==> config.mk <==
export PLATFORM = sky130hd
export DESIGN_NAME = bilinear_upscale_window
export DESIGN_NICKNAME = d
export VERILOG_FILES = /design/src/hw/rtl/bup_pkg.sv /design/src/hw/rtl/bup_front.sv /design/src/hw/rtl/bup_queue.sv /design/src/hw/rtl/bup_back.sv /design/src/hw/rtl/bilinear_upscale_window.sv
export SDC_FILE = /design/constraint.sdc
export NUM_CORES = 1
export LEC_CHECK = 0
export ABC_AREA = 0
export BUFFER_PORTS_ARGS = -buffer_cell sky130_fd_sc_hd__buf_2
export CAP_MARGIN = 20
export CORE_UTILIZATION = 39
export DETAILED_ROUTE_END_ITERATION = 16
export PLACE_DENSITY_LB_ADDON = 0.15
export SYNTH_ARGS = -nofsm -noshare
export SYNTH_HDL_FRONTEND = slang
export SYNTH_SLANG_ARGS = --single-unit
==> constraint.sdc <==
create_clock -name i_clk -period 13.55 [get_ports i_clk]
set_clock_uncertainty 0.15 [all_clocks]
set_input_delay 2.71 -clock i_clk [delete_from_list [all_inputs] [get_ports i_clk]]
set_output_delay 2.71 -clock i_clk [all_outputs]
set_load 0.02 [all_outputs]
==> src/hw/rtl/bup_pkg.sv <==
// ----------------------------------------------------------------------------
// bup_pkg: shared constants and types of the bilinear upscale window
// Frame and scale sizes, derived widths, the fixed-point divide constants
// and the cell word passed from the front end to the point generator.
// ----------------------------------------------------------------------------
package bup_pkg;

    localparam int RAW_HEIGHT = 16;
    localparam int RAW_WIDTH  = 16;
    localparam int SCALE_H    = 4;
    localparam int SCALE_V    = 4;

    localparam int PIX_W = 8;
    localparam int CRD_W = 6;

    localparam int ROW_W = $clog2(RAW_HEIGHT);
    localparam int COL_W = $clog2(RAW_WIDTH);

    // sub-cell position counters
    localparam int X_W = (SCALE_H > 1) ? $clog2(SCALE_H) : 1;
    localparam int Y_W = (SCALE_V > 1) ? $clog2(SCALE_V) : 1;

    // per-axis weights run 0..SCALE, their product is the corner weight
    localparam int WX_W = $clog2(SCALE_H + 1);
    localparam int WY_W = $clog2(SCALE_V + 1);
    localparam int W_W  = WX_W + WY_W;

    // weighted sum stays below 256 * NPTS
    localparam int NPTS  = SCALE_H * SCALE_V;
    localparam int HALF  = NPTS / 2;
    localparam int SUM_W = PIX_W + $clog2(NPTS);

    // floor reciprocal of NPTS, exact after one correction step
    localparam int RCP_SH = SUM_W;
    localparam int RCP    = (2 ** RCP_SH) / NPTS;
    localparam int RCP_W  = RCP_SH + 1;
    localparam int QE_W   = PIX_W + 1;

    localparam int THRESH_RST = 5;

    localparam int QDEPTH = 2;
    localparam int QPTR_W = (QDEPTH > 1) ? $clog2(QDEPTH) : 1;
    localparam int QCNT_W = $clog2(QDEPTH + 1);

    typedef struct packed {
        logic [PIX_W-1:0] a;
        logic [PIX_W-1:0] b;
        logic [PIX_W-1:0] c;
        logic [PIX_W-1:0] d;
        logic             active;
        logic [CRD_W-1:0] row;
        logic [CRD_W-1:0] col;
    } t_cell;

endpackage

==> src/hw/rtl/bup_front.sv <==
// ----------------------------------------------------------------------------
// bup_front: pixel intake and window capture
// Tracks the raw position, keeps the previous raw line, the left and the
// diagonal pixel, and pushes one cell word per completed 2x2 window.
// ----------------------------------------------------------------------------
module bup_front (
    input  logic                      i_clk,
    input  logic                      i_rst_n,
    input  logic                      i_cfg_valid,
    output logic                      o_cfg_ready,
    input  logic [bup_pkg::PIX_W-1:0] i_cfg_data,
    input  logic                      i_in_valid,
    output logic                      o_in_stall,
    input  logic [bup_pkg::PIX_W-1:0] i_pixel,
    input  logic                      i_q_full,
    output logic                      o_push,
    output bup_pkg::t_cell            o_cell
);

    localparam int ROWP_W = bup_pkg::ROW_W + bup_pkg::CRD_W;
    localparam int COLP_W = bup_pkg::COL_W + bup_pkg::CRD_W;

    logic [bup_pkg::PIX_W-1:0] r_thresh;
    logic [bup_pkg::ROW_W-1:0] r_row, n_row;
    logic [bup_pkg::COL_W-1:0] r_col, n_col;
    logic [bup_pkg::PIX_W-1:0] r_line [bup_pkg::RAW_WIDTH];
    logic [bup_pkg::PIX_W-1:0] r_left;
    logic [bup_pkg::PIX_W-1:0] r_diag;

    logic                      w_accept;
    logic [bup_pkg::PIX_W-1:0] w_above;
    logic [bup_pkg::ROW_W-1:0] w_row_m1;
    logic [bup_pkg::COL_W-1:0] w_col_m1;
    logic [ROWP_W-1:0]         w_row_base;
    logic [COLP_W-1:0]         w_col_base;

    assign o_cfg_ready = 1'b1;
    assign o_in_stall  = i_q_full;
    assign w_accept    = i_in_valid && !i_q_full;
    assign w_above     = r_line[r_col];

    assign w_row_m1   = r_row - 1'b1;
    assign w_col_m1   = r_col - 1'b1;
    assign w_row_base = ROWP_W'(w_row_m1) * ROWP_W'(bup_pkg::SCALE_V);
    assign w_col_base = COLP_W'(w_col_m1) * COLP_W'(bup_pkg::SCALE_H);

    // a window completes once both coordinates are past the first line/column
    assign o_push        = w_accept && (r_row != '0) && (r_col != '0);
    assign o_cell.a      = r_diag;
    assign o_cell.b      = w_above;
    assign o_cell.c      = r_left;
    assign o_cell.d      = i_pixel;
    assign o_cell.active = (r_diag > r_thresh);
    assign o_cell.row    = w_row_base[bup_pkg::CRD_W-1:0];
    assign o_cell.col    = w_col_base[bup_pkg::CRD_W-1:0];

    always_comb begin
        n_row = r_row;
        n_col = r_col;
        if (w_accept) begin
            if (r_col == bup_pkg::COL_W'(bup_pkg::RAW_WIDTH - 1)) begin
                n_col = '0;
                if (r_row == bup_pkg::ROW_W'(bup_pkg::RAW_HEIGHT - 1)) begin
                    n_row = '0;
                end else begin
                    n_row = r_row + 1'b1;
                end
            end else begin
                n_col = r_col + 1'b1;
            end
        end
    end

    always_ff @(posedge i_clk) begin
        if (!i_rst_n) begin
            r_thresh <= bup_pkg::PIX_W'(bup_pkg::THRESH_RST);
            r_row    <= '0;
            r_col    <= '0;
        end else begin
            if (i_cfg_valid) begin
                r_thresh <= i_cfg_data;
            end
            r_row <= n_row;
            r_col <= n_col;
        end
    end

    always_ff @(posedge i_clk) begin
        if (w_accept) begin
            r_diag        <= w_above;
            r_left        <= i_pixel;
            r_line[r_col] <= i_pixel;
        end
    end

endmodule

==> src/hw/rtl/bup_queue.sv <==
// ----------------------------------------------------------------------------
// bup_queue: cell word queue
// Short FIFO between window capture and the point generator.
// ----------------------------------------------------------------------------
module bup_queue (
    input  logic           i_clk,
    input  logic           i_rst_n,
    input  logic           i_push,
    input  bup_pkg::t_cell i_cell,
    output logic           o_full,
    input  logic           i_pop,
    output bup_pkg::t_cell o_cell,
    output logic           o_empty
);

    bup_pkg::t_cell             r_mem [bup_pkg::QDEPTH];
    logic [bup_pkg::QPTR_W-1:0] r_wr, n_wr;
    logic [bup_pkg::QPTR_W-1:0] r_rd, n_rd;
    logic [bup_pkg::QCNT_W-1:0] r_cnt, n_cnt;

    assign o_full  = (r_cnt == bup_pkg::QCNT_W'(bup_pkg::QDEPTH));
    assign o_empty = (r_cnt == '0);
    assign o_cell  = r_mem[r_rd];

    always_comb begin
        n_wr  = r_wr;
        n_rd  = r_rd;
        n_cnt = r_cnt;
        if (i_push) begin
            n_wr = (r_wr == bup_pkg::QPTR_W'(bup_pkg::QDEPTH - 1)) ? '0 : r_wr + 1'b1;
        end
        if (i_pop) begin
            n_rd = (r_rd == bup_pkg::QPTR_W'(bup_pkg::QDEPTH - 1)) ? '0 : r_rd + 1'b1;
        end
        if (i_push && !i_pop) begin
            n_cnt = r_cnt + 1'b1;
        end else if (i_pop && !i_push) begin
            n_cnt = r_cnt - 1'b1;
        end
    end

    always_ff @(posedge i_clk) begin
        if (!i_rst_n) begin
            r_wr  <= '0;
            r_rd  <= '0;
            r_cnt <= '0;
        end else begin
            r_wr  <= n_wr;
            r_rd  <= n_rd;
            r_cnt <= n_cnt;
        end
    end

    always_ff @(posedge i_clk) begin
        if (i_push) begin
            r_mem[r_wr] <= i_cell;
        end
    end

endmodule

==> src/hw/rtl/bup_back.sv <==
// ----------------------------------------------------------------------------
// bup_back: point generator and blend pipeline
// Walks the sub-cell positions of the head cell, one point per cycle while
// not stalled, and blends each in five stages ending in the output register.
// ----------------------------------------------------------------------------
module bup_back (
    input  logic                      i_clk,
    input  logic                      i_rst_n,
    input  logic                      i_q_empty,
    input  bup_pkg::t_cell            i_cell,
    output logic                      o_pop,
    output logic                      o_out_valid,
    input  logic                      i_out_stall,
    output logic [bup_pkg::CRD_W-1:0] o_out_row,
    output logic [bup_pkg::CRD_W-1:0] o_out_col,
    output logic [bup_pkg::PIX_W-1:0] o_value,
    output logic                      o_last
);

    localparam int P_W  = bup_pkg::PIX_W + bup_pkg::W_W;
    localparam int MP_W = bup_pkg::SUM_W + bup_pkg::RCP_W;
    localparam int R_W  = bup_pkg::SUM_W + 1;

    typedef struct packed {
        logic                      active;
        logic [bup_pkg::CRD_W-1:0] row;
        logic [bup_pkg::CRD_W-1:0] col;
        logic                      last;
    } t_tag;

    logic [bup_pkg::X_W-1:0] r_x;
    logic [bup_pkg::Y_W-1:0] r_y;

    logic                      r_v1, r_v2, r_v3, r_v4, r_v5;
    t_tag                      r_tag1, r_tag2, r_tag3, r_tag4, r_tag5;
    logic [bup_pkg::PIX_W-1:0] r_a1, r_b1, r_c1, r_d1;
    logic [bup_pkg::W_W-1:0]   r_wa1, r_wb1, r_wc1, r_wd1;
    logic [bup_pkg::SUM_W-1:0] r_pa2, r_pb2, r_pc2, r_pd2;
    logic [bup_pkg::SUM_W-1:0] r_sum3, r_sum4;
    logic [bup_pkg::QE_W-1:0]  r_qe4;
    logic [bup_pkg::PIX_W-1:0] r_val5;

    logic                       w_en;
    logic                       w_issue;
    logic                       w_x_last, w_y_last;
    logic [bup_pkg::WX_W-1:0]   w_wx0, w_wx1;
    logic [bup_pkg::WY_W-1:0]   w_wy0, w_wy1;
    t_tag                       w_tag0;
    logic [P_W-1:0]             w_pa, w_pb, w_pc, w_pd;
    logic [MP_W-1:0]            w_mq;
    logic [R_W-1:0]             w_qn;
    logic [R_W-1:0]             w_rem;
    logic [bup_pkg::QE_W-1:0]   w_q;

    // the whole pipeline holds while the output word waits
    assign w_en     = !(r_v5 && i_out_stall);
    assign w_issue  = w_en && !i_q_empty;
    assign w_x_last = (r_x == bup_pkg::X_W'(bup_pkg::SCALE_H - 1));
    assign w_y_last = (r_y == bup_pkg::Y_W'(bup_pkg::SCALE_V - 1));
    assign o_pop    = w_issue && w_x_last && w_y_last;

    assign w_wx1 = bup_pkg::WX_W'(r_x);
    assign w_wx0 = bup_pkg::WX_W'(bup_pkg::SCALE_H) - w_wx1;
    assign w_wy1 = bup_pkg::WY_W'(r_y);
    assign w_wy0 = bup_pkg::WY_W'(bup_pkg::SCALE_V) - w_wy1;

    assign w_tag0.active = i_cell.active;
    assign w_tag0.row    = i_cell.row + bup_pkg::CRD_W'(r_y);
    assign w_tag0.col    = i_cell.col + bup_pkg::CRD_W'(r_x);
    assign w_tag0.last   = w_x_last && w_y_last;

    assign w_pa = P_W'(r_a1) * P_W'(r_wa1);
    assign w_pb = P_W'(r_b1) * P_W'(r_wb1);
    assign w_pc = P_W'(r_c1) * P_W'(r_wc1);
    assign w_pd = P_W'(r_d1) * P_W'(r_wd1);

    assign w_mq = MP_W'(r_sum3) * MP_W'(bup_pkg::RCP);

    // estimate is at most one low: fix it with the remainder
    assign w_qn  = R_W'(r_qe4) * R_W'(bup_pkg::NPTS);
    assign w_rem = R_W'(r_sum4) - w_qn;
    assign w_q   = (w_rem >= R_W'(bup_pkg::NPTS)) ? r_qe4 + 1'b1 : r_qe4;

    always_ff @(posedge i_clk) begin
        if (!i_rst_n) begin
            r_x  <= '0;
            r_y  <= '0;
            r_v1 <= 1'b0;
            r_v2 <= 1'b0;
            r_v3 <= 1'b0;
            r_v4 <= 1'b0;
            r_v5 <= 1'b0;
        end else if (w_en) begin
            r_v1 <= !i_q_empty;
            r_v2 <= r_v1;
            r_v3 <= r_v2;
            r_v4 <= r_v3;
            r_v5 <= r_v4;
            if (w_issue) begin
                if (w_x_last) begin
                    r_x <= '0;
                    r_y <= w_y_last ? '0 : r_y + 1'b1;
                end else begin
                    r_x <= r_x + 1'b1;
                end
            end
        end
    end

    always_ff @(posedge i_clk) begin
        if (w_en) begin
            r_tag1 <= w_tag0;
            r_a1   <= i_cell.a;
            r_b1   <= i_cell.b;
            r_c1   <= i_cell.c;
            r_d1   <= i_cell.d;
            r_wa1  <= bup_pkg::W_W'(w_wx0) * bup_pkg::W_W'(w_wy0);
            r_wb1  <= bup_pkg::W_W'(w_wx1) * bup_pkg::W_W'(w_wy0);
            r_wc1  <= bup_pkg::W_W'(w_wx0) * bup_pkg::W_W'(w_wy1);
            r_wd1  <= bup_pkg::W_W'(w_wx1) * bup_pkg::W_W'(w_wy1);

            r_tag2 <= r_tag1;
            r_pa2  <= bup_pkg::SUM_W'(w_pa);
            r_pb2  <= bup_pkg::SUM_W'(w_pb);
            r_pc2  <= bup_pkg::SUM_W'(w_pc);
            r_pd2  <= bup_pkg::SUM_W'(w_pd);

            r_tag3 <= r_tag2;
            r_sum3 <= r_pa2 + r_pb2 + r_pc2 + r_pd2 + bup_pkg::SUM_W'(bup_pkg::HALF);

            r_tag4 <= r_tag3;
            r_sum4 <= r_sum3;
            r_qe4  <= w_mq[bup_pkg::RCP_SH +: bup_pkg::QE_W];

            r_tag5 <= r_tag4;
            r_val5 <= r_tag4.active ? w_q[bup_pkg::PIX_W-1:0] : '0;
        end
    end

    assign o_out_valid = r_v5;
    assign o_out_row   = r_tag5.row;
    assign o_out_col   = r_tag5.col;
    assign o_value     = r_val5;
    assign o_last      = r_tag5.last;

endmodule

==> src/hw/rtl/bilinear_upscale_window.sv <==
// ----------------------------------------------------------------------------
// bilinear_upscale_window: streaming 2x2 bilinear upscaler
// Raw pixels in, SCALE_V x SCALE_H interpolated points out per complete cell.
//
//   channel | direction | handshake                | payload
//   --------+-----------+--------------------------+----------------------------
//   cfg     | in        | i_cfg_valid, o_cfg_ready | i_cfg_data (threshold)
//   in      | in        | i_in_valid, o_in_stall   | i_pixel
//   out     | out       | o_out_valid, i_out_stall | o_out_row, o_out_col,
//           |           |                          | o_value, o_last
//
// Each pixel that completes a cell yields SCALE_H*SCALE_V points (16 here),
// issued by the point generator one per cycle while the output is not stalled;
// other pixels yield none. Points pass through the cell queue and blend stages.
// A two-word cell queue lets intake run ahead while points drain.
// Reset is synchronous: clears position, queue and pipeline, threshold to 5.
// An output stall freezes the blend pipeline; intake stalls when the queue fills.
// ----------------------------------------------------------------------------
module bilinear_upscale_window (
    input  logic                      i_clk,
    input  logic                      i_rst_n,
    input  logic                      i_cfg_valid,
    output logic                      o_cfg_ready,
    input  logic [bup_pkg::PIX_W-1:0] i_cfg_data,
    input  logic                      i_in_valid,
    output logic                      o_in_stall,
    input  logic [bup_pkg::PIX_W-1:0] i_pixel,
    output logic                      o_out_valid,
    input  logic                      i_out_stall,
    output logic [bup_pkg::CRD_W-1:0] o_out_row,
    output logic [bup_pkg::CRD_W-1:0] o_out_col,
    output logic [bup_pkg::PIX_W-1:0] o_value,
    output logic                      o_last
);

    logic           q_push;
    logic           q_pop;
    logic           q_full;
    logic           q_empty;
    bup_pkg::t_cell push_cell;
    bup_pkg::t_cell head_cell;

    bup_front u_front (
        .i_clk       (i_clk),
        .i_rst_n     (i_rst_n),
        .i_cfg_valid (i_cfg_valid),
        .o_cfg_ready (o_cfg_ready),
        .i_cfg_data  (i_cfg_data),
        .i_in_valid  (i_in_valid),
        .o_in_stall  (o_in_stall),
        .i_pixel     (i_pixel),
        .i_q_full    (q_full),
        .o_push      (q_push),
        .o_cell      (push_cell)
    );

    bup_queue u_queue (
        .i_clk   (i_clk),
        .i_rst_n (i_rst_n),
        .i_push  (q_push),
        .i_cell  (push_cell),
        .o_full  (q_full),
        .i_pop   (q_pop),
        .o_cell  (head_cell),
        .o_empty (q_empty)
    );

    bup_back u_back (
        .i_clk       (i_clk),
        .i_rst_n     (i_rst_n),
        .i_q_empty   (q_empty),
        .i_cell      (head_cell),
        .o_pop       (q_pop),
        .o_out_valid (o_out_valid),
        .i_out_stall (i_out_stall),
        .o_out_row   (o_out_row),
        .o_out_col   (o_out_col),
        .o_value     (o_value),
        .o_last      (o_last)
    );

`ifndef SYNTHESIS
    a_reset_idle: assert property (@(posedge i_clk)
        !i_rst_n |=> !o_out_valid)
        else $error("output word valid right after reset");

    a_queue_state: assert property (@(posedge i_clk) disable iff (!i_rst_n)
        !(q_full && q_empty))
        else $error("cell queue both full and empty");

    a_pop_nonempty: assert property (@(posedge i_clk) disable iff (!i_rst_n)
        q_pop |-> !q_empty)
        else $error("cell queue popped while empty");

    a_push_room: assert property (@(posedge i_clk) disable iff (!i_rst_n)
        q_push |-> !q_full)
        else $error("cell queue pushed while full");
`endif

endmodule

==> Flow_metrics.wiki <==
{| class="wikitable"
! Metric !! Value
|-
| Leading post-synthesis cells by instance count || edfxtp_1, inv_1, and2_1, ha_1, fa_1
|-
| Antenna violations before repair || 0
|-
| Hold path start || u_back.r_tag4[0]
|-
| Critical Path Source || i_out_stall
|-
| Critical path peak fanout || 70
|-
| Fmax || 223 MHz
|-
| Mean area per synthesized cell || between 15 and 20 sq um
|-
| Row count || 86
|-
| Drt first-iter violations || approximately 550
|-
| Peak supply drop || roughly 0.11 mV
|-
| Horizontal die dimension || ~240 microns
|-
| Yosys reg bits || 450
|-
| Count of buffers added by post-CTS timing repair for setup || 0
|-
| Maximum clock path buffer count || 3
|-
| Synth Area in Adders || ~16%
|-
| Post-synthesis compound-gate area fraction || 2.67%
|-
| Vert. Die Dim || 239 microns
|-
| Cell leakage power || around 9.7 nW
|-
| TritonCTS clock tree || yes
|-
| Area growth from synthesis to final layout || 11.7%
|-
| Net Count, Synth || approximately 1700
|-
| Global Route Usage Sum || ~14%
|-
| Global-route wire length before repair || approximately 63000 microns
|-
| Worst setup path class || in -> reg
|-
| Clock-pin slew on the worst setup and hold paths || about 60 ps
|-
| Final Total Pwr || between 2 and 3 mW
|-
| Most numerous cell in the Yosys netlist || edfxtp_1
|-
| Fraction of layout cells with a size suffix above 1 || 11.7%
|-
| Top cell type's share of synthesized area || 56.9%
|-
| I/O Pins || 45
|-
| Starting Density || between 30% and 40%
|-
| Total Nets Final || 1776
|-
| Largest cells by area after synthesis || edfxtp_1, fa_1, ha_1
|-
| Number of buffers added on ports || 43
|-
| Post-synth EDFFs || between 400 and 500
|-
| Layout filler cell count || slightly below 5000
|-
| Total negative slack for setup checks || 0 ps
|-
| Max Cap Violations || 0
|-
| Total number of H-tree levels || 2
|-
| Final estimated routing congestion in global placement || approximately 0.74
|-
| Wire length after detailed routing || around 40000 microns
|-
| Cell type with the largest total area after synthesis || edfxtp_1
|-
| XOR/XNOR share of the synthesized area || 2.47%
|-
| Post-placement cell count || 2222
|-
| Largest family of logic cells by synthesized area || adder cells
|-
| Number of non-filler instances in the completed layout || between 2000 and 2500
|-
| Min cycle time layout || between 4000 and 5000 ps
|-
| Post-CTS Hold Fix Bufs || 0
|-
| Clk root buf || clkbuf_16
|-
| Post-layout util || 44.3%
|-
| Core region area || 55400 sq um
|-
| Setup repair after global routing missed its margin || false
|-
| Final antenna diode count || 0
|-
| Cell area after synthesis || around 22000 sq um
|-
| Worst hold path type || reg -> reg
|-
| Simple-gate share of the synthesized area || 7.77%
|-
| Number of clock buffers inserted by TritonCTS || 47
|-
| Sequential element share of the synthesized area || ~60%
|-
| Multiplexer area fraction after synthesis || under 10%
|-
| Synthesized netlist cell count || approximately 1500
|-
| Pwr/cell area || 115 nW/um^2
|-
| Number of pins with negative max-slew slack in the final report || 0
|-
| Final clock period utilization by the worst path || 33.1%
|-
| Final HPWL DP || 28000 microns
|-
| Critical Path RT || between 10000 and 15000 ps
|-
| Synth Warn # || 0
|-
| Instance area at placement || ~23000 sq um
|-
| Clock sink count || 450
|-
| Outcome || finished, final reports clean
|-
| FF-to-FF Start || u_back.r_wa1[0]
|-
| Final Hold Fails || 0
|-
| Number of global-route vias before repair || about 11000
|-
| Later-pin clock latency in the skew report || about 600 ps
|-
| DRC violations left || 0
|-
| Worst Setup End Kind || flip-flop
|-
| Avg Vias per Cell || approximately 4.7
|-
| Post-cts repair resize count || 0
|-
| Detail-routed net length per standard cell || roughly 17 microns
|-
| Number of antenna-violating nets in the routed design || 0
|-
| Area of all placed cells without fillers || about 25000 sq um
|-
| Total iterations of the first detailed-routing run || 7
|-
| Pin count of the biggest net entering global routing || 79
|-
| Die footprint || 57300 sq um
|-
| Critical Path Start Type || primary input
|-
| Primary flip-flop cell chosen by synthesis mapping || edfxtp_1
|-
| Tightest slew margin relative to the limit || a little under a third
|-
| Count of endpoints failing setup in the final report || 0
|-
| Total global routing overflow || 0
|-
| Asr flop ratio synth || 0%
|-
| Signal arrival time at the worst endpoint || approximately 4800 ps
|-
| Number of unique standard cell types used by synthesis || slightly below 50
|-
| Actual transition at the worst max-transition pin || about 1000 ps
|-
| Routed via count || 10900
|}
worst paths after layout:
path	endpoint	slack [ps]	cells past startpoint
max	u_queue.r_cnt[1]	9070	7
min	u_back.o_last	270	0
max reg2reg	u_back.r_pa2[11]	9550	13
min reg2reg	u_back.o_last	270	0
cells in the final DEF (no fill, tap or decap), types with 5 or more instances in the layout:
master,count
o21ai_0,20
xor2_1,12
mux2_2,41
nor2b_1,19
xnor2_1,50
nor2_1,50
fa_1,98
inv_1,179
nand3_1,8
a211oi_1,6
edfxtp_1,416
and2_1,142
buf_2,45
buf_4,5
mux2i_1,7
mux4_1,24
clkinv_2,5
clkbuf_16,47
dfxtp_1,31
mux4_2,16
a21o_1,11
a21boi_0,9
o41ai_1,7
nand2_1,70
nor3_1,13
ha_1,131
clkbuf_1,10
clkinv_1,12
nand2b_1,7
o21a_1,5
a21oi_1,20
cell families after synthesis:
group / Yosys count
flip-flops: 450
AND/OR/NAND/NOR: 324
adder cells (fa/ha/maj): 229
buffers and inverters: 207
AO/OA/AOI/OAI: 90
multiplexers: 88
XOR/XNOR: 62
other: 1
registers in the layout, summed over array words and instances, names as in the netlist, 12 cells and up, named ones only:
| signal | cells |
|---|---|
| u_back.r_pa2 | 12 |
| u_back.r_pb2 | 12 |
| u_back.r_pc2 | 12 |
| u_back.r_pd2 | 12 |
| u_back.r_tag1 | 14 |
| u_back.r_tag2 | 14 |
| u_back.r_tag3 | 14 |
| u_back.r_tag4 | 14 |
| u_front.r_line | 128 |
| u_queue.r_mem | 82 |
area by class of cell:
type	instances	area (sq um)	share of cell area, %
timing repair buffer	52	290	1.18
clock inverter	24	213	0.867
inverter	181	679	2.77
tap	748	936	3.81
sequential	450	13200	53.7
multi-input combinational	794	7980	32.5
clock buffer	61	1270	5.17
stage by stage:
| step | setup WS [ps] | hold WS (ps) |
|---|---|---|
| floorplan | 5080 | 250 |
| global placement | 8430 | 250 |
| detailed placement | 8430 | 255 |
| CTS | 9060 | 269 |
| global route | 8900 | 272 |
| finish | 9070 | 267 |
worst max-delay path, cell delays in order:
cell      delay (ps)
buf_2            140
nand2_4          640
o21a_1           290
nand2_1          180
ha_1             360
or3_1            350
a21boi_0         150
power breakdown:
group          switching (mW)  internal (mW)
Sequential             0.0142           1.52
Clock                   0.526          0.702
Combinational          0.0372         0.0320
Total                   0.577           2.26
metal layers:
metal / GRT usage, % / share of wire [%] / vias to the layer above
li1: - / - / 5268
met1: 18.8 / 45 / 5433
met2: 24.2 / 49 / 169
met3: 2.56 / 3.8 / 58
met5: 0 / 0 / -
met4: 4.70 / 2.5 / 0
Note: power is estimated with default switching activity, not from simulation.
